**config.mk**
```make
export PLATFORM = sky130hd
export DESIGN_NAME = mme_seq
export DESIGN_NICKNAME = d
export VERILOG_FILES = /design/src/hw/rtl/mme_pkg.sv /design/src/hw/rtl/mme_seq.sv
export SDC_FILE = /design/constraint.sdc
export NUM_CORES = 1
export LEC_CHECK = 0
export CORE_MARGIN = 1.5
export CORE_UTILIZATION = 48
export CTS_BUF_LIST = sky130_fd_sc_hd__clkbuf_4 sky130_fd_sc_hd__clkbuf_8 sky130_fd_sc_hd__clkbuf_16
export CTS_CLUSTER_SIZE = 8
export DETAILED_ROUTE_END_ITERATION = 8
export DONT_BUFFER_PORTS = 1
export PLACE_DENSITY = 0.65
export SLEW_MARGIN = 25
export SYNTH_ARGS = -nofsm -noshare
export SYNTH_HDL_FRONTEND = slang
export SYNTH_SLANG_ARGS = --single-unit
```
**constraint.sdc**
```tcl
create_clock -name clk -period 1.2 [get_ports clk]
set_input_delay 0.06 -clock clk [delete_from_list [all_inputs] [get_ports clk]]
set_output_delay 0.06 -clock clk [all_outputs]
set_load 0.03 [all_outputs]
```
**src/hw/rtl/mme_pkg.sv**
```systemverilog
`default_nettype none

package mme_pkg;

  // Field widths of one input beat and one result beat
  localparam int OP_W   = 2;
  localparam int POS_W  = 3;
  localparam int VAL_W  = 16;
  localparam int PROD_W = 32;
  localparam int IN_W   = 24;  // 2 + 3 + 3 + 16, already whole bytes
  localparam int OUT_W  = 40;  // 3 + 3 + 32, padded up to 5 bytes

  // Configuration port
  localparam int CFG_W     = 4;
  localparam int CFG_IDX_W = 2;

  localparam logic [CFG_IDX_W-1:0] REG_LEFT_ROWS  = 2'd0;
  localparam logic [CFG_IDX_W-1:0] REG_INNER_SIZE = 2'd1;
  localparam logic [CFG_IDX_W-1:0] REG_RIGHT_COLS = 2'd2;

  // Operation codes
  localparam logic [OP_W-1:0] OP_LOAD_LEFT  = 2'd0;
  localparam logic [OP_W-1:0] OP_LOAD_RIGHT = 2'd1;
  localparam logic [OP_W-1:0] OP_MULTIPLY   = 2'd2;

  // Token that walks the cell chain, one per product element
  typedef struct packed {
    logic             valid;
    logic [POS_W-1:0] row;
    logic [POS_W-1:0] col;
    logic             last;
  } token_t;

  // Element write broadcast to all cells
  typedef struct packed {
    logic             left_en;
    logic             right_en;
    logic [POS_W-1:0] cell_sel;
    logic [POS_W-1:0] addr;
    logic [VAL_W-1:0] value;
  } load_t;

  // Clamp a size register to 1..bound
  function automatic logic [CFG_W-1:0] eff_size(input logic [CFG_W-1:0] value,
                                                input logic [CFG_W-1:0] bound);
    logic [CFG_W-1:0] v;
    v = value;
    if (v == '0) begin
      v = 4'd1;
    end
    if (v > bound) begin
      v = bound;
    end
    return v;
  endfunction

endpackage

`default_nettype wire

```
**src/hw/rtl/mme_seq.sv**
```systemverilog
`default_nettype none

// Walks the product elements in row-major order, one token per cycle while en is high.
module mme_seq (
  input  wire                       clk,
  input  wire                       rst,
  input  wire                       en,
  input  wire                       start,
  input  wire [mme_pkg::CFG_W-1:0]  nr,
  input  wire [mme_pkg::CFG_W-1:0]  nc,
  input  wire mme_pkg::token_t      tail,
  output mme_pkg::token_t           tok,
  output logic                      idle
);

  typedef enum logic [1:0] {
    S_IDLE,
    S_ISSUE,
    S_DRAIN
  } state_t;

  state_t                     state;
  logic [mme_pkg::POS_W-1:0]  r;
  logic [mme_pkg::POS_W-1:0]  c;
  logic                       row_end;
  logic                       col_end;

  assign row_end = ({1'b0, r} == nr - 4'd1);
  assign col_end = ({1'b0, c} == nc - 4'd1);

  assign idle      = (state == S_IDLE);
  assign tok.valid = (state == S_ISSUE);
  assign tok.row   = r;
  assign tok.col   = c;
  assign tok.last  = row_end && col_end;

  always_ff @(posedge clk) begin
    if (rst) begin
      state <= S_IDLE;
      r     <= '0;
      c     <= '0;
    end else begin
      case (state)
        S_IDLE: begin
          if (start) begin
            state <= S_ISSUE;
            r     <= '0;
            c     <= '0;
          end
        end
        S_ISSUE: begin
          if (en) begin
            if (col_end) begin
              c <= '0;
              if (row_end) begin
                state <= S_DRAIN;
              end else begin
                r <= r + 3'd1;
              end
            end else begin
              c <= c + 3'd1;
            end
          end
        end
        S_DRAIN: begin
          // hold until the marked token has left the chain
          if (en && tail.valid && tail.last) begin
            state <= S_IDLE;
          end
        end
        default: state <= S_IDLE;
      endcase
    end
  end

endmodule

`default_nettype wire

```
### Word level (Yosys, flattened, before mapping)

Index checks and enable logic that the tools add are counted.

| word-level totals | value |
|---|---|
| register bits after elaboration | 8 |
| latch bits | 0 |
| bits in writable memories | 0 |
| memory bits (read-only) | 0 |
| bits of input ports | 20 |
| output and inout port bits | 9 |
| word-level logic and storage cells | 39 |
| memories | 0 |

| cells by class | value |
|---|---|
| add/subtract/negate cells | 4 |
| multiply operators | 0 |
| div/mod/pow operators | 0 |
| order comparisons | 0 |
| equality and inequality tests | 10 |
| shifts and indexed selects | 0 |
| muxes and demuxes | 14 |
| bitwise operators | 0 |
| reductions and logical operators | 8 |

Operator list:

| operator | count |
|---|---|
| $mux W3 | 6 |
| $pmux W3 S2 | 2 |
| $mux W2 | 5 |
| $reduce_and A5 Y1 | 2 |
| $eq A3 B4 Y1 | 2 |
| $ne A2 B2 Y1 const B | 4 |
| $sub A4 B1 Y4 const B | 2 |
| $add A3 B1 Y3 const B | 2 |
| $pmux W2 S3 | 1 |
| $ne A2 B1 Y1 const B | 2 |
| $logic_and A1 B1 Y1 | 3 |
| $reduce_and A3 Y1 | 1 |
| $eq A2 B1 Y1 const B | 1 |
| $eq A2 B2 Y1 const B | 1 |
| $logic_not A2 Y1 | 1 |
| $reduce_bool A2 Y1 | 1 |

### Logic depth before layout (Yosys ltp)

| logic depth | value |
|---|---|
| word-level depth | 6 |
| mapped depth | 7 |
| depth with buffers taken out | 7 |

### Worst setup path before layout

Ideal clock, no wire load.

| timing | value |
|---|---|
| path kind | reg2reg |
| start | register c[2] in the netlist's numbering |
| end | register state[1] |
| setup time | 70 ps |
| arrival | 1561 ps |
| required time | 1130 ps |
| slack | -431 ps |
| stages on the path, launching flop included | 6 |
| path buffers | 0 |
| clock period less this slack | 1631 ps |
| cells stage by stage | dfxtp_1 > xnor2_1 > o211a_1 > and2_4 > nor2b_2 > o2bb2ai_1 |

| on the way | value |
|---|---|
| longest elaborated chain between the ends | 3 |

RTL lines:

| element | line | source |
|---|---|---|
| from (decl) | mme_seq.sv:24 | `logic [mme_pkg::POS_W-1:0] c;` |
| from (signal assigned) | mme_seq.sv:61 | `c <= c + 3'd1;` |
| $eq A3 B4 Y1 | mme_seq.sv:29 | `assign col_end = ({1'b0, c} == nc - 4'd1);` |
| $ne A2 B1 Y1 (no line) | - |  |
| $reduce_and A5 Y1 (no line) | - |  |
| to (signal assigned) | mme_seq.sv:39 | `state <= S_IDLE;` |
| to (signal assigned) | mme_seq.sv:46 | `state <= S_ISSUE;` |
| to (signal assigned) | mme_seq.sv:56 | `state <= S_DRAIN;` |
| to (decl) | mme_seq.sv:22 | `state_t state;` |

No other way between the ends.
A chain may end at the register's enable or synchronous reset.

==> results.toml <==
[clock_network]
clock_path_buffers = 2
cts_tree = "yes"
clock_latency_ns = 0.25
htreeDepth = 1
clkSinkCount = 8
clkSlewWorstSetupHoldPaths_ns = 0.05
cts_buffers = 3
cts-root-buf = "clkbuf_4"

[sta]
hold_viol = 0
slew_viol_final = 0
slew_headroom_pct = 76.43
fmax_ghz = 0.6751
rsz0062_at_grt = "yes"
setup_viol = 9
layout_min_cycle_time_ns = 1.481
finClkSkew_ns = 0.001178
worst_slew_pin_slew_ns = 0.3514
fin_crit_sh_pct = 123.4
setup_ws_ns = -0.2813

[global_routing]
grt_pass1_wl_microns = 2394
grt_pass1_vias = 639
grt_use_total_pct = 23.27
overflow = 0
grt_max_degree = 9
antenna_found_initial = 0

[logic_synthesis]
synth_cell_types = 33
syn_avg_cell_area_sq_um = 8.173
synth-seq-cells = 8
ys_seq_area_share_pct = 25.45
syn-cell-area_sq_um = 629.4
synth_warnings = 0
syn-num-nets = 101
synth_cells = 77

[floorplan]
rows = 12
fp.dieArea_sq_um = 1537
coreArea_sq_um = 1156
die_x_microns = 39.21
initial_core_util_pct = 54.44
io_pins = 29
die_h_microns = 39.21

[drt]
dr.pass1.iters = 4
drc = 0
wl_per_cell_microns = 13.65
vias = 621
drtAntennaViolNets = 0
via_per_inst = 5.595
drt_iter0_drc = 7
wirelength_microns = 1515

[setup_path]
startpoint_type = "register"
critPathKind = "reg -> out"
crit_arrival_ns = 1.42
path_cells = "xnor2_4, and3b_2, o211ai_4, nor2b_4, buf_12"
critPathMaxFanout = 3
crit_family = "flip-flops"
path_buf_inv = 1
worstPathRequired_ns = 1.14
crit_slowest_cell = "dfxtp_4"
slowest_delay_ns = 0.36
endpoint_kind = "output port"

[pwr]
p_leak_nw = 0.4132
internal-power_mw = 0.4682
swShare_pct = 29.99
p_per_area_nw_per_um2 = 708.0
ir_drop_mv = 0.6219
clockPowerShare_pct = 30.6
seqPwrFrac_pct = 40.4
p_sw_mw = 0.2006
combPwrFrac_pct = 28.9

[layout]
fin_util_pct = 81.71
design_area_sq_um = 944.7
area.growth.synth_to_final_pct = 50.10
diodes = 0
fin_nets = 123
final_cells = 111
drive_above_1_share_pct = 47.42

[place]
gp_congestion = 0.7261
hpwl_microns = 1049
placedInstanceArea_sq_um = 768.2
portBuffers = 0
placed_cells_incl_taps = 102

[run_status]
violations = "negative setup slack"
status = "finished with violations"

[flow_run]
maxCapViolations = 0

[hold_path]
hold_path_class = "in -> reg"
-- worst reg2reg max path, stage by stage (launching register included) --
cell and delay (ns):
dfxtp_4 0.36, xnor2_4 0.14, and3b_2 0.23, o211ai_4 0.11, buf_4 0.16, o32ai_2 0.27, nor3_2 0.06
-- what timing repair did --
action / in CTS / in global routing
endpoints found under the hold margin: 7 / 0
setup endpoints to repair: 9 / 10
resized for setup: 7 / 13
pin swaps: 9 / 4
hold buffers: 1 / 0
buffers inserted: 4 / 1
gates cloned: 0 / 0
-- path summary, 6_finish.rpt --
kind / from / end / slack [ns] / depth (start not counted)
setup / recovery: r[2]$_SDFFE_PP0P_ / tok[0] / -0.28 / 5
hold / removal: en / r[0]$_SDFFE_PP0P_ / 0.004 / 2
setup reg to reg: r[2]$_SDFFE_PP0P_ / state[0]$_SDFFE_PP0P_ / -0.25 / 6
hold reg to reg: state[1]$_SDFFE_PP0P_ / state[0]$_SDFFE_PP0P_ / 0.53 / 2
-- cells in the mapped netlist, drive strengths merged --
cell     number  area (sq um)
a211oi        1         7.510
a21o          1         7.510
a21oi         6         30.03
and2          1         8.760
and2b         1         7.510
and3          1         6.260
and3b         1         8.760
buf           1         11.26
dfxtp         8         160.2
ha            4         50.05
inv           5         18.77
mux2i         3         30.03
nand2         9         33.78
nand2b        5         33.78
nand3         3         15.01
nand3b        1         7.510
nand4         1         12.51
nand4b        1         8.760
nor2          4         15.01
nor2b         1         8.760
nor3          3         15.01
nor3b         1         7.510
o211a         1         10.01
o211ai        1         12.51
o21a          1         7.510
o21ai         3         15.01
o2bb2ai       1         8.760
o31ai         1         12.51
o32ai         1         8.760
or3           1         6.260
xnor2         2         17.52
xor2          3         26.28
-- layout by cell type, fill, tap and decap left out, types with 3 or more instances in the layout --
cell,netlist,final
mux2i_1,3,3
a21oi_1,6,3
a21oi_2,0,3
dfxtp_4,0,4
nor2_1,4,4
clkbuf_4,0,3
nand2_1,9,9
dfxtp_2,0,3
nand2b_1,4,4
buf_4,0,15
inv_1,5,4
xor2_1,3,3
ha_1,4,4
-- power groups by stage --
stage / logic, mW / clock network (mW) / registers, mW
2_1_floorplan: 0.108 / 0 / 0.281
3_3_place_gp: 0.138 / 0 / 0.275
3_5_place_dp: 0.139 / 0 / 0.275
4_1_cts: 0.169 / 0.212 / 0.269
5_1_grt: 0.213 / 0.222 / 0.271
6_report: 0.194 / 0.205 / 0.271
-- registers in the layout, summed over array words and instances (netlist names) --
name   flops
r          3
c          3
state      2
-- stage by stage --
stage | setup TNS, ns | total power [mW] | hold WS (ns) | setup WS [ns]
floorplan | -0.8711 | 0.3891 | 0.2326 | -0.1437
global placement | -0.8950 | 0.4131 | 0.1221 | -0.1971
detailed placement | -1.027 | 0.4138 | 0.1258 | -0.1817
CTS | -1.923 | 0.6498 | 0.0001733 | -0.2745
global route | -2.638 | 0.7063 | 0.01449 | -0.3371
finish | -1.996 | 0.6689 | 0.004126 | -0.2813
-- metal layers --
layer  part of all wire, %  global-route usage (%)  vias up
li1                      -                       -      315
met1                    46                   27.68      285
met2                    48                   40.42       19
met3                   5.7                   3.468        2
met4                  0.73                   10.34        0
met5                     0                       0        -
-- kinds of logic (layout without fill, tap and decap cells) --
group,Yosys count,in the layout,share of synthesized area [%]
adders and majority gates,4,4,7.953
and+or+nand+nor,34,34,31.01
muxes,3,3,4.772
xor gates and xnor gates,5,5,6.960
AOI/OAI and AO/OA,17,17,19.09
buffers and inverters,6,26,4.772
DFF,8,8,25.45
-- area by class of cell --
class	instances	area, sq um
Multi-Input combinational cell	63	553.0
Fill cell	66	211.5
Sequential cell	8	178.9
Timing Repair Buffer	18	153.9
Clock buffer	3	22.52
Inverter	5	18.77
Tap cell	14	17.52
Note: power is estimated with default switching activity, not from simulation.
