==> src/hw/rtl/mme_pkg.sv <==
`default_nettype none

package mme_pkg;

  // Field widths of one input beat and one result beat
  localparam int OP_W   = 2;
  localparam int POS_W  = 3;
  localparam int VAL_W  = 16;
  localparam int PROD_W = 32;
  localparam int IN_W   = 24;  // 2 + 3 + 3 + 16, already whole bytes
  localparam int OUT_W  = 40;  // 3 + 3 + 32, padded up to 5 bytes

  // Configuration port
  localparam int CFG_W     = 4;
  localparam int CFG_IDX_W = 2;

  localparam logic [CFG_IDX_W-1:0] REG_LEFT_ROWS  = 2'd0;
  localparam logic [CFG_IDX_W-1:0] REG_INNER_SIZE = 2'd1;
  localparam logic [CFG_IDX_W-1:0] REG_RIGHT_COLS = 2'd2;

  // Operation codes
  localparam logic [OP_W-1:0] OP_LOAD_LEFT  = 2'd0;
  localparam logic [OP_W-1:0] OP_LOAD_RIGHT = 2'd1;
  localparam logic [OP_W-1:0] OP_MULTIPLY   = 2'd2;

  // Token that walks the cell chain, one per product element
  typedef struct packed {
    logic             valid;
    logic [POS_W-1:0] row;
    logic [POS_W-1:0] col;
    logic             last;
  } token_t;

  // Element write broadcast to all cells
  typedef struct packed {
    logic             left_en;
    logic             right_en;
    logic [POS_W-1:0] cell_sel;
    logic [POS_W-1:0] addr;
    logic [VAL_W-1:0] value;
  } load_t;

  // Clamp a size register to 1..bound
  function automatic logic [CFG_W-1:0] eff_size(input logic [CFG_W-1:0] value,
                                                input logic [CFG_W-1:0] bound);
    logic [CFG_W-1:0] v;
    v = value;
    if (v == '0) begin
      v = 4'd1;
    end
    if (v > bound) begin
      v = bound;
    end
    return v;
  endfunction

endpackage

`default_nettype wire

==> src/hw/rtl/mme_cell.sv <==
`default_nettype none

// One shared-dimension position k: holds column k of A and row k of B,
// adds A[r][k]*B[k][c] to the partial sum passing through.
module mme_cell #(
  parameter int MAX_DIM  = 8,
  parameter int ACC_W    = 36,
  parameter int CELL_IDX = 0
) (
  input  wire                            clk,
  input  wire                            rst,
  input  wire                            en,
  input  wire [mme_pkg::CFG_W-1:0]       nk,
  input  wire mme_pkg::load_t            load,
  input  wire mme_pkg::token_t           tok_in,
  input  wire logic signed [ACC_W-1:0]   psum_in,
  output mme_pkg::token_t                tok_out,
  output logic signed [ACC_W-1:0]        psum_out
);

  localparam int IDX_W = $clog2(MAX_DIM);
  localparam logic [mme_pkg::CFG_W-1:0] K = mme_pkg::CFG_W'(CELL_IDX);

  logic [mme_pkg::VAL_W-1:0] a_mem [MAX_DIM];
  logic [mme_pkg::VAL_W-1:0] b_mem [MAX_DIM];

  mme_pkg::token_t                  tok1;
  logic signed [ACC_W-1:0]          psum1;
  logic signed [mme_pkg::VAL_W-1:0] a1;
  logic signed [mme_pkg::VAL_W-1:0] b1;
  logic signed [mme_pkg::PROD_W-1:0] prod;
  logic                             sel_hit;
  logic                             mac_on;

  assign sel_hit = ({1'b0, load.cell_sel} == K);
  assign mac_on  = (K < nk);
  assign prod    = a1 * b1;

  // Element writes
  always_ff @(posedge clk) begin
    if (load.left_en && sel_hit) begin
      a_mem[IDX_W'(load.addr)] <= load.value;
    end
    if (load.right_en && sel_hit) begin
      b_mem[IDX_W'(load.addr)] <= load.value;
    end
  end

  // Stage 1: fetch operands; stage 2: accumulate
  always_ff @(posedge clk) begin
    if (rst) begin
      tok1.valid    <= 1'b0;
      tok_out.valid <= 1'b0;
    end else if (en) begin
      tok1.valid    <= tok_in.valid;
      tok_out.valid <= tok1.valid;
    end
    if (en) begin
      tok1.row  <= tok_in.row;
      tok1.col  <= tok_in.col;
      tok1.last <= tok_in.last;
      psum1     <= psum_in;
      a1        <= a_mem[IDX_W'(tok_in.row)];
      b1        <= b_mem[IDX_W'(tok_in.col)];
      tok_out.row  <= tok1.row;
      tok_out.col  <= tok1.col;
      tok_out.last <= tok1.last;
      psum_out     <= mac_on ? psum1 + ACC_W'(prod) : psum1;
    end
  end

endmodule

`default_nettype wire

==> config.mk <==
export PLATFORM = sky130hd
export DESIGN_NAME = mme_cell
export DESIGN_NICKNAME = d
export VERILOG_FILES = /design/src/hw/rtl/mme_pkg.sv /design/src/hw/rtl/mme_cell.sv
export SDC_FILE = /design/constraint.sdc
export NUM_CORES = 1
export LEC_CHECK = 0
export CORE_MARGIN = 1.5
export CORE_UTILIZATION = 60
export DETAILED_ROUTE_END_ITERATION = 10
export DONT_BUFFER_PORTS = 1
export PLACE_DENSITY = 0.87
export REMOVE_ABC_BUFFERS = 1
export SLEW_MARGIN = 0
export SYNTH_ARGS = -nofsm -noshare
export SYNTH_HDL_FRONTEND = slang
export SYNTH_SLANG_ARGS = --single-unit
==> constraint.sdc <==
create_clock -name clk -period 7.2 [get_ports clk]
set_input_delay 0.36 -clock clk [delete_from_list [all_inputs] [get_ports clk]]
set_output_delay 0.36 -clock clk [all_outputs]
set_load 0.03 [all_outputs]
* After elaboration in Yosys (flattened, before gate mapping)
Memories as Yosys holds them, arrays and structs flattened. A register that Yosys moved wholly into a read port is not among the register bits. Cells that the tools add are included.
Storage, ports and cells: register bits after elaboration 88, memory bits (writable) 256, input port bits 75, output and inout port bits 44, memories 2
Memory list:
- a_mem | words 8, bits a word 16, rd ports 1, clocked after memory_dff 1, write ports 1, RTL line mme_cell.sv:24 | logic [mme_pkg::VAL_W-1:0] a_mem [MAX_DIM];
- b_mem | words 8, bits a word 16, rd ports 1, clocked after memory_dff 1, write ports 1, RTL line mme_cell.sv:25 | logic [mme_pkg::VAL_W-1:0] b_mem [MAX_DIM];
Cells by class: add/subtract/negate cells 1, $mul 1, $lt $le $gt $ge 1, mux-type cells 5, reductions and logical operators 3
Operators with widths (count):
- $add 36x32->36 | 1
- $mux 36 | 1
- $mul 16x16->32 | 1
- $lt 1x4->1 const A | 1
- $mux 1 | 4
- $logic_not 3->1 | 1
- $logic_and 1x1->1 | 2

* Logic depth before layout (Yosys ltp)
Gate-level depths: netlist (run 1).
depth after elaboration 4, depth in mapped cells 23

* Worst setup path after synthesis (run 1)
No wires, ideal clock.
kind reg-to-reg, from register a1[15] (netlist name), read port of a_mem, to register psum_out[32], data pin, library setup time 266 ps, arrival 5919 ps, required time 6934 ps, slack 1016 ps, cell stages (with the launch flop) 21, period minus slack after synthesis 6184 ps, cell sequence edfxtp_1 -> clkbuf_1 -> nand2_1 -> fa_1 -> fa_1 -> fa_1 -> inv_1 -> fa_1 -> fa_1 -> inv_1 -> fa_1 -> inv_1 -> ha_1 -> a21oi_1 -> o21ai_0 -> o41ai_1 -> o22ai_1 -> or2_1 -> o41a_1 -> xnor2_1 -> o21ai_1
Between the ends: cells in the longest elaborated chain, start to end 3
Ends and longest elaborated chain:
- start: declaration | RTL line mme_cell.sv:29 | logic signed [mme_pkg::VAL_W-1:0] a1;
- $mul 16x16->32 | RTL line mme_cell.sv:37 | assign prod = a1 * b1;
- $add 36x32->36 | RTL line mme_cell.sv:68 | psum_out <= mac_on ? psum1 + ACC_W'(prod) : psum1;
- $mux 36 | RTL line mme_cell.sv:68
- end signal: assignment | RTL line mme_cell.sv:68
- end: declaration | RTL line mme_cell.sv:18 | output logic signed [ACC_W-1:0] psum_out
Every way passes these cells. A chain may end at the register's enable or synchronous reset.

* Worst setup path in the final report (run 1)
from register b1[8] (netlist name), read port of b_mem, to register psum_out[32], data pin
Between the ends: cells in the longest elaborated chain, start to end 3
Ends and longest elaborated chain:
- start: declaration | RTL line mme_cell.sv:30 | logic signed [mme_pkg::VAL_W-1:0] b1;
- $mul 16x16->32 | RTL line mme_cell.sv:37
- $add 36x32->36 | RTL line mme_cell.sv:68
- $mux 36 | RTL line mme_cell.sv:68
Every way passes these cells.

==> impl_summary.log, run 1 <==
[metrics] Crit Reg-Reg Endpoint: psum_out[32]$_DFFE_PP_
[metrics] required time of the critical path: 7.50 ns
[metrics] RR Startpoint: b1[8]$_DFFE_PP_
[metrics] post-CTS setup buffer count: 0
[metrics] post-layout util: 66.7%
[metrics] hold path cells: 1
[metrics] critical setup path kind: reg2reg
[metrics] maximum number of pins on one net before global-route repair: 120
[metrics] Area Overhead vs Synth: 9.59%
[metrics] clock tree root buffer cell: sky130_fd_sc_hd__clkbuf_16
[metrics] number of vias per cell after detailed routing: 5.84
[metrics] number of pins exceeding their max-slew limit in the final report: 0
[metrics] shortest period the worst path allows: 6.87 ns
[metrics] total global routing overflow: 0
[metrics] Buf/Inv on CP: 5
[metrics] Setup Viol. Count Final: 0
[metrics] cell count after synthesis: 1923
[metrics] kind of end point of the critical path: flip-flop
[metrics] detailed-route via count: 14800
[metrics] post-route setup TNS: 0 ns
[metrics] I/O Pins: 119
[metrics] post-detailed-route count of antenna-violating nets: 0
[metrics] Hold Path Origin: tok_in[6]
[metrics] leading register cell type out of synthesis: sky130_fd_sc_hd__edfxtp_1
[metrics] setup slack of the worst register-to-register path: 0.33 ns
[metrics] maximum capacitance violations: 0
[metrics] mean cell area of the mapped netlist: 13.3 um2
[metrics] Die W: 209 um
[metrics] final critical-path share of the clock period: 95.4%
[metrics] number of detailed-routing iterations run before antenna repair: 7
[metrics] share of synthesized cell area in and, or, nand and nor gates: 8.04%
[metrics] Synthesis Warnings: 0
[metrics] total core area: 41900 um2
[metrics] latest clock arrival within the worst-skew pair: 0.58 ns
[metrics] Final Instance Area: 28000 um2
[metrics] path depth of the worst reg2reg path: 21
[metrics] TritonCTS clock tree: done
[metrics] total count of hold-check failures in the final report: 0
[metrics] CTS Buffer Depth: 3
[metrics] layout cells sized above 1: 8.96%
[metrics] post-synthesis compound-gate area fraction: 3.26%
[metrics] Routed Wire Length: 55900 um
[metrics] largest fanout on the critical path: 16
[metrics] number of clock sinks seen by CTS: 376
[metrics] sequential element share of the synthesized area: 44.1%
[metrics] vias in the first global route: 16300
[metrics] TritonCTS Buffers: 38
[metrics] proportion of synthesized flip-flops having asynchronous set or reset: 0%
[metrics] slack of the critical path: 0.328 ns
[metrics] chip height: 209 um
[metrics] detailed-route wire length per cell: 22.0 um
[metrics] starting density of the core: 60.9%
[metrics] Layout Skew: 0.0327 ns
[metrics] CTS H-Tree Depth: 2
[metrics] most frequent cell on the critical path: sky130_fd_sc_hd__fa_1
[metrics] arrival time at the worst endpoint: 7.17 ns
[metrics] number of enable flip-flop cells after synthesis: 374
[metrics] GP Congestion: 0.909
[metrics] most common cell after layout, fill and taps aside: sky130_fd_sc_hd__inv_1
[metrics] global-route usage over all layers: 26.8%
[metrics] clock-pin slew on the worst setup and hold paths: 0.06 ns
[metrics] nature of the critical path startpoint: flip-flop
[metrics] fillcell total: 2737
[metrics] Cell Rows: 75
[metrics] # port buffers: 0
[metrics] Slowest Stage Delay on Critical Path: 0.85 ns
[metrics] Max Clock Freq: 146 MHz
[metrics] combinational family with the most area after synthesis: adder cells
[metrics] placement-stage cell area: 26100 um2
[metrics] multi-input logic area: 12700 um2
[metrics] outcome: complete, no violations
[metrics] total die area: 43800 um2
[metrics] RSZ-0062 raised after global routing: false
[metrics] Syn Std Cell Area: 25500 um2
[metrics] number of design-rule violations left by the first detailed-router iteration: 1084
[metrics] xor/xnor cell area share of the yosys netlist: 0.892%
[metrics] initial antenna violation count: 2
[metrics] transition at the pin with the smallest max-transition slack: 1.15 ns
[metrics] CP max stage cell: sky130_fd_sc_hd__edfxtp_1
[metrics] class of the tightest hold or removal check: in2reg
[metrics] ordered cell list for the critical path: nand2_1 > fa_1 > inv_1 > fa_1 > inv_1 > fa_1 > inv_1 > fa_1 > fa_1 > inv_1 > fa_1 > inv_1 > ha_1 > and4_1 > and3_1 > o2111ai_1 > a21oi_1 > or2_1 > o41a_1 > xnor2_1 > o21ai_1
[metrics] most used cells in the layout excluding fill and tap cells: sky130_fd_sc_hd__inv_1 (391), sky130_fd_sc_hd__edfxtp_1 (374), sky130_fd_sc_hd__fa_1 (314), sky130_fd_sc_hd__nand2_1 (167), sky130_fd_sc_hd__and2_1 (128)
[metrics] Setup Slack @ Placement: 0.446 ns
[metrics] adder-cell area share of the yosys netlist: 29.9%
[metrics] worst-case hold path end point: a1[14]$_DFFE_PP_
[metrics] Synth cell types: 55
[metrics] net count of the finished layout: 2466
[metrics] Top Family by Delay on Critical Path: adder cells
[metrics] worst slew margin relative to its limit: 23.1%
[metrics] FF/Latch Area: 11300 um2
[metrics] total of flip-flops plus latches after synthesis: 376
[metrics] HPWL Detailed: 38400 um
[metrics] first-pass GRT wire length: 88600 um
[metrics] Residual DRC: 0
[metrics] mux cell area share after synthesis: 7.17%
routing by layer:
metal,up-vias,share of wire (%),track usage (%)
met2,759,49,44.6
met4,2,3.3,9.97
met5,-,0.023,0
met1,7502,39,34.6
li1,6409,-,-
met3,139,8.9,6.55
kinds of logic after synthesis:
group	after synthesis
multiplexers	99
adder cells (fa/ha/maj)	421
flip-flops	376
AO/OA/AOI/OAI	129
AND/OR/NAND/NOR	421
XOR/XNOR	26
buffers and inverters	451
flip-flops by register name, indices dropped and copies added, names as in the netlist:
| signal | count |
|---|---|
| psum_out | 36 |
| b_mem | 128 |
| b1 | 16 |
| a1 | 16 |
| tok_out | 8 |
| psum1 | 36 |
| tok1 | 8 |
| a_mem | 128 |
synthesized netlist by cell type (all sizes together), types with 10 or more instances:
cell    instances  share of area [%]
a211oi         11               0.36
a21o           11               0.32
a21oi          37               0.73
and2          128                3.1
buf            10               0.18
clkbuf         50               0.73
edfxtp        374                 44
fa            314                 25
ha            107                5.2
inv           391                5.7
mux2           32                1.4
mux4           64                5.6
nand2         167                2.5
nand3          15               0.29
nor2           65               0.96
nor3           13               0.25
o21ai          31               0.61
xnor2          18               0.62
through the flow:
| stage | hold slack, ns | std cells |
|---|---|---|
| floorplan | 0.400 | 1863 |
| global placement | 0.402 | 2406 |
| detailed placement | 0.405 | 2406 |
| CTS | 0.00503 | 2537 |
| global route | 0.00328 | 2538 |
| finish | 0.0236 | 2538 |
cell type report:
type	instances	share of cell area, %
Sequential cell	376	40.3
Inverter	391	5.24
Clock buffer	46	3.50
Multi-Input combinational cell	1096	45.2
Timing Repair Buffer	67	2.42
Antenna cell	1	0.00894
Tap cell	539	2.41
Clock inverter	22	0.934
repair_timing:
item | in CTS | in global routing
endpoints found under the hold margin | 421 | 0
gates resized for setup | 0 | 0
hold buffers | 63 | 0
how the worst max path moves through the flow:
| stage | from | cells past startpoint | end |
|---|---|---|---|
| floorplan | a1[15]$_DFFE_PP_ | 20 | psum_out[32]$_DFFE_PP_ |
| global placement | b1[2]$_DFFE_PP_ | 22 | psum_out[32]$_DFFE_PP_ |
| detailed placement | b1[2]$_DFFE_PP_ | 22 | psum_out[32]$_DFFE_PP_ |
| CTS | b1[2]$_DFFE_PP_ | 22 | psum_out[32]$_DFFE_PP_ |
| global route | b1[2]$_DFFE_PP_ | 20 | psum_out[32]$_DFFE_PP_ |
| finish | b1[8]$_DFFE_PP_ | 21 | psum_out[32]$_DFFE_PP_ |
Power of run 1 is left out: the tool's default activity adds up to more than one toggle a clock period on the data nets, which glitch-free logic cannot reach.
==> run 2: changes to the inputs <==
Settings changed: ABC_AREA set to 1, REMOVE_ABC_BUFFERS 1 to not set.
==> run 2 against run 1 <==
Global-route usage is 1.7 points higher; hold slack improved by 0.10 ns; critical path depth down 1; die area up 5.2%; final area is 4.5% higher; cell count increased by 33%; synthesized area is 5.3% higher; highest routed layer is now met4; wire length increased by 14%.
==> impl_summary.log, run 2 <==
[metrics] Area Overhead vs Synth: 8.77%
[metrics] net count of the finished layout: 3236
[metrics] critical setup path kind: reg2reg
[metrics] Max Clock Freq: 155 MHz
[metrics] transition at the pin with the smallest max-transition slack: 1.13 ns
[metrics] starting density of the core: 60.8%
[metrics] clock-pin slew on the worst setup and hold paths: 0.08 ns
[metrics] chip height: 215 um
[metrics] arrival time at the worst endpoint: 6.80 ns
[metrics] most frequent cell after synthesis: sky130_fd_sc_hd__inv_1
[metrics] most common library cells after synthesis: sky130_fd_sc_hd__inv_1 (623), sky130_fd_sc_hd__nand2_1 (529), sky130_fd_sc_hd__edfxtp_1 (374)
[metrics] most used cells in the layout excluding fill and tap cells: sky130_fd_sc_hd__inv_1 (623), sky130_fd_sc_hd__nand2_1 (529), sky130_fd_sc_hd__edfxtp_1 (374), sky130_fd_sc_hd__fa_1 (314), sky130_fd_sc_hd__nor2_1 (289)
[metrics] worst slew margin relative to its limit: 24.4%
[metrics] total of flip-flops plus latches after synthesis: 376
[metrics] mean cell area of the mapped netlist: 9.85 um2
[metrics] class of the tightest hold or removal check: in2reg
[metrics] synth top area cells: sky130_fd_sc_hd__edfxtp_1 (42%), sky130_fd_sc_hd__fa_1 (23%), sky130_fd_sc_hd__inv_1 (8.7%), sky130_fd_sc_hd__nand2_1 (7.4%), sky130_fd_sc_hd__ha_1 (5.0%)
[metrics] number of design-rule violations left by the first detailed-router iteration: 1911
[metrics] Final Instance Area: 29300 um2
[metrics] global-route usage over all layers: 28.6%
[metrics] final critical-path share of the clock period: 89.8%
[metrics] RSZ-0062 raised after global routing: false
[metrics] Synthesis Warnings: 0
[metrics] detailed-route wire length per cell: 19.0 um
[metrics] top cell type's share of synthesized area: 41.8%
[metrics] TritonCTS clock tree: done
[metrics] Residual DRC: 0
[metrics] I/O Pins: 119
[metrics] number of vias per cell after detailed routing: 5.46
[metrics] # port buffers: 0
[metrics] shortest period the worst path allows: 6.46 ns
[metrics] multi-input logic area: 12800 um2
[metrics] layout cells sized above 1: 4.26%
[metrics] total global routing overflow: 0
[metrics] Layout Skew: 0.0239 ns
[metrics] placement-stage cell area: 27300 um2
[metrics] nature of the critical path startpoint: flip-flop
[metrics] post-route setup TNS: 0 ns
[metrics] Cell Rows: 77
[metrics] number of clock sinks seen by CTS: 376
[metrics] CTS H-Tree Depth: 2
[metrics] kind of end point of the critical path: flip-flop
[metrics] outcome: complete, no violations
[metrics] post-CTS setup buffer count: 0
[metrics] Synth cell types: 38
[metrics] number of detailed-routing iterations run before antenna repair: 5
[metrics] biggest regs: a_mem x128, b_mem x128
[metrics] syn_nets: 3227
[metrics] post-detailed-route count of antenna-violating nets: 0
[metrics] proportion of synthesized flip-flops having asynchronous set or reset: 0%
[metrics] most common cell after layout, fill and taps aside: sky130_fd_sc_hd__inv_1
[metrics] leading register cell type out of synthesis: sky130_fd_sc_hd__edfxtp_1
[metrics] vias in the first global route: 19300
[metrics] Routed Wire Length: 63900 um
[metrics] Setup Viol. Count Final: 0
[metrics] GP Congestion: 0.936
[metrics] latest clock arrival within the worst-skew pair: 0.60 ns
[metrics] number of pins exceeding their max-slew limit in the final report: 0
[metrics] detailed-route via count: 18400
[metrics] FF/Latch Area: 11300 um2
[metrics] largest fanout on the critical path: 17
[metrics] CTS Buffer Depth: 3
[metrics] area leader, netlist: sky130_fd_sc_hd__edfxtp_1
[metrics] number of enable flip-flop cells after synthesis: 374
[metrics] TritonCTS Buffers: 40
[metrics] maximum capacitance violations: 0
[metrics] total die area: 46100 um2
[metrics] initial antenna violation count: 2
[metrics] Syn Std Cell Area: 26900 um2
[metrics] total count of hold-check failures in the final report: 0
[metrics] total core area: 44200 um2
[metrics] Die W: 215 um
[metrics] first-pass GRT wire length: 102000 um
[metrics] required time of the critical path: 7.54 ns
[metrics] HPWL Detailed: 44800 um
[metrics] clock tree root buffer cell: sky130_fd_sc_hd__clkbuf_16
[metrics] maximum number of pins on one net before global-route repair: 119
[metrics] fillcell total: 3137
[metrics] cell count after synthesis: 2731
[metrics] sequential element share of the synthesized area: 41.9%
## run 2: cell count changes in the layout (fill, tap and decap cells not counted), moves of 10 or more
| cell | change |
|---|---|
| sky130_fd_sc_hd__a21o_1 | -10 |
| sky130_fd_sc_hd__a21oi_1 | -14 |
| sky130_fd_sc_hd__a31oi_1 | +29 |
| sky130_fd_sc_hd__and2_1 | -123 |
| sky130_fd_sc_hd__buf_4 | +12 |
| sky130_fd_sc_hd__inv_1 | +232 |
| sky130_fd_sc_hd__mux2_2 | -32 |
| sky130_fd_sc_hd__mux4_2 | -64 |
| sky130_fd_sc_hd__nand2_1 | +362 |
| sky130_fd_sc_hd__nand2_2 | +18 |
| sky130_fd_sc_hd__nand3_1 | +41 |
| sky130_fd_sc_hd__nor2_1 | +236 |
| sky130_fd_sc_hd__o21ai_0 | +108 |
| sky130_fd_sc_hd__o22ai_1 | +31 |
## run 2: cells by family (layout without fill, tap and decap cells)
family / Yosys count / count (layout) / synth area share (%)
buffers and inverters: 744 / 781 / 10.5
adders and majority gates: 421 / 421 / 28.4
DFF: 376 / 376 / 41.9
and+or+nand+nor: 940 / 940 / 14.1
AOI/OAI and AO/OA: 237 / 237 / 4.75
xor gates and xnor gates: 13 / 13 / 0.423
other: 0 / 3 / 0
## run 2: worst paths after layout
| path | startpoint | end | slack [ns] | depth (start not counted) |
|---|---|---|---|---|
| worst max-delay path | a1[15]$_DFFE_PP_ | psum_out[33]$_DFFE_PP_ | 0.74 | 20 |
| worst min-delay path | tok_in[2] | b1[10]$_DFFE_PP_ | 0.13 | 3 |
| worst max register to register | a1[15]$_DFFE_PP_ | psum_out[33]$_DFFE_PP_ | 0.74 | 20 |
| worst min register to register | tok1[6]$_DFFE_PP_ | tok_out[6]$_DFFE_PP_ | 0.42 | 0 |
## run 2: what timing repair did
item                      4_1_cts  5_1_grt
resized for setup               0        0
hold endpoints to repair      419        0
hold buffers                   65        0
## run 2: through the flow
stage | utilization [%] | worst slack, ns | instances | hold slack (ns)
global placement | 61.8 | 0.930 | 3225 | 0.401
finish | 66.2 | 0.737 | 3363 | 0.127
CTS | 66.1 | 0.802 | 3360 | 0.0822
global route | 66.1 | 0.372 | 3362 | 0.106
detailed placement | 61.8 | 0.829 | 3225 | 0.406
floorplan | - | 1.50 | 2731 | 0.400
## run 2: worst max-delay path, stage by stage (launching register included)
cell	delay (ns)
sky130_fd_sc_hd__edfxtp_1	0.72
sky130_fd_sc_hd__nand2_1	0.21
sky130_fd_sc_hd__fa_1	0.62
sky130_fd_sc_hd__fa_1	0.87
sky130_fd_sc_hd__fa_1	0.58
sky130_fd_sc_hd__inv_1	0.17
sky130_fd_sc_hd__fa_1	0.48
sky130_fd_sc_hd__fa_1	0.50
sky130_fd_sc_hd__inv_1	0.05
sky130_fd_sc_hd__fa_1	0.47
sky130_fd_sc_hd__inv_1	0.04
sky130_fd_sc_hd__ha_1	0.35
sky130_fd_sc_hd__nand2_1	0.13
sky130_fd_sc_hd__nor2_1	0.18
sky130_fd_sc_hd__nand2_1	0.15
sky130_fd_sc_hd__nor2_1	0.32
sky130_fd_sc_hd__nand2_2	0.09
sky130_fd_sc_hd__nand2_1	0.07
sky130_fd_sc_hd__nand2_1	0.05
sky130_fd_sc_hd__nand3_1	0.06
sky130_fd_sc_hd__nand2_1	0.06
## run 2: routing by layer
layer	GRT usage [%]	part of all wire (%)	up-vias
li1	-	-	8406
met1	38.1	39	8912
met2	47.4	48	893
met3	4.97	8.7	162
met4	10.5	4.0	0
met5	0	0	-
## run 2: layout make-up
| class | instances | area share [%] |
|---|---|---|
| multi-input cells | 1611 | 43.8 |
| clock buffers | 45 | 3.49 |
| inverters | 630 | 8.08 |
| diodes | 3 | 0.0257 |
| flip-flops and latches | 376 | 38.5 |
| clock inverters | 25 | 0.847 |
| well taps | 592 | 2.53 |
| repair buffers | 81 | 2.69 |
Power of run 2 is left out for the same reason.
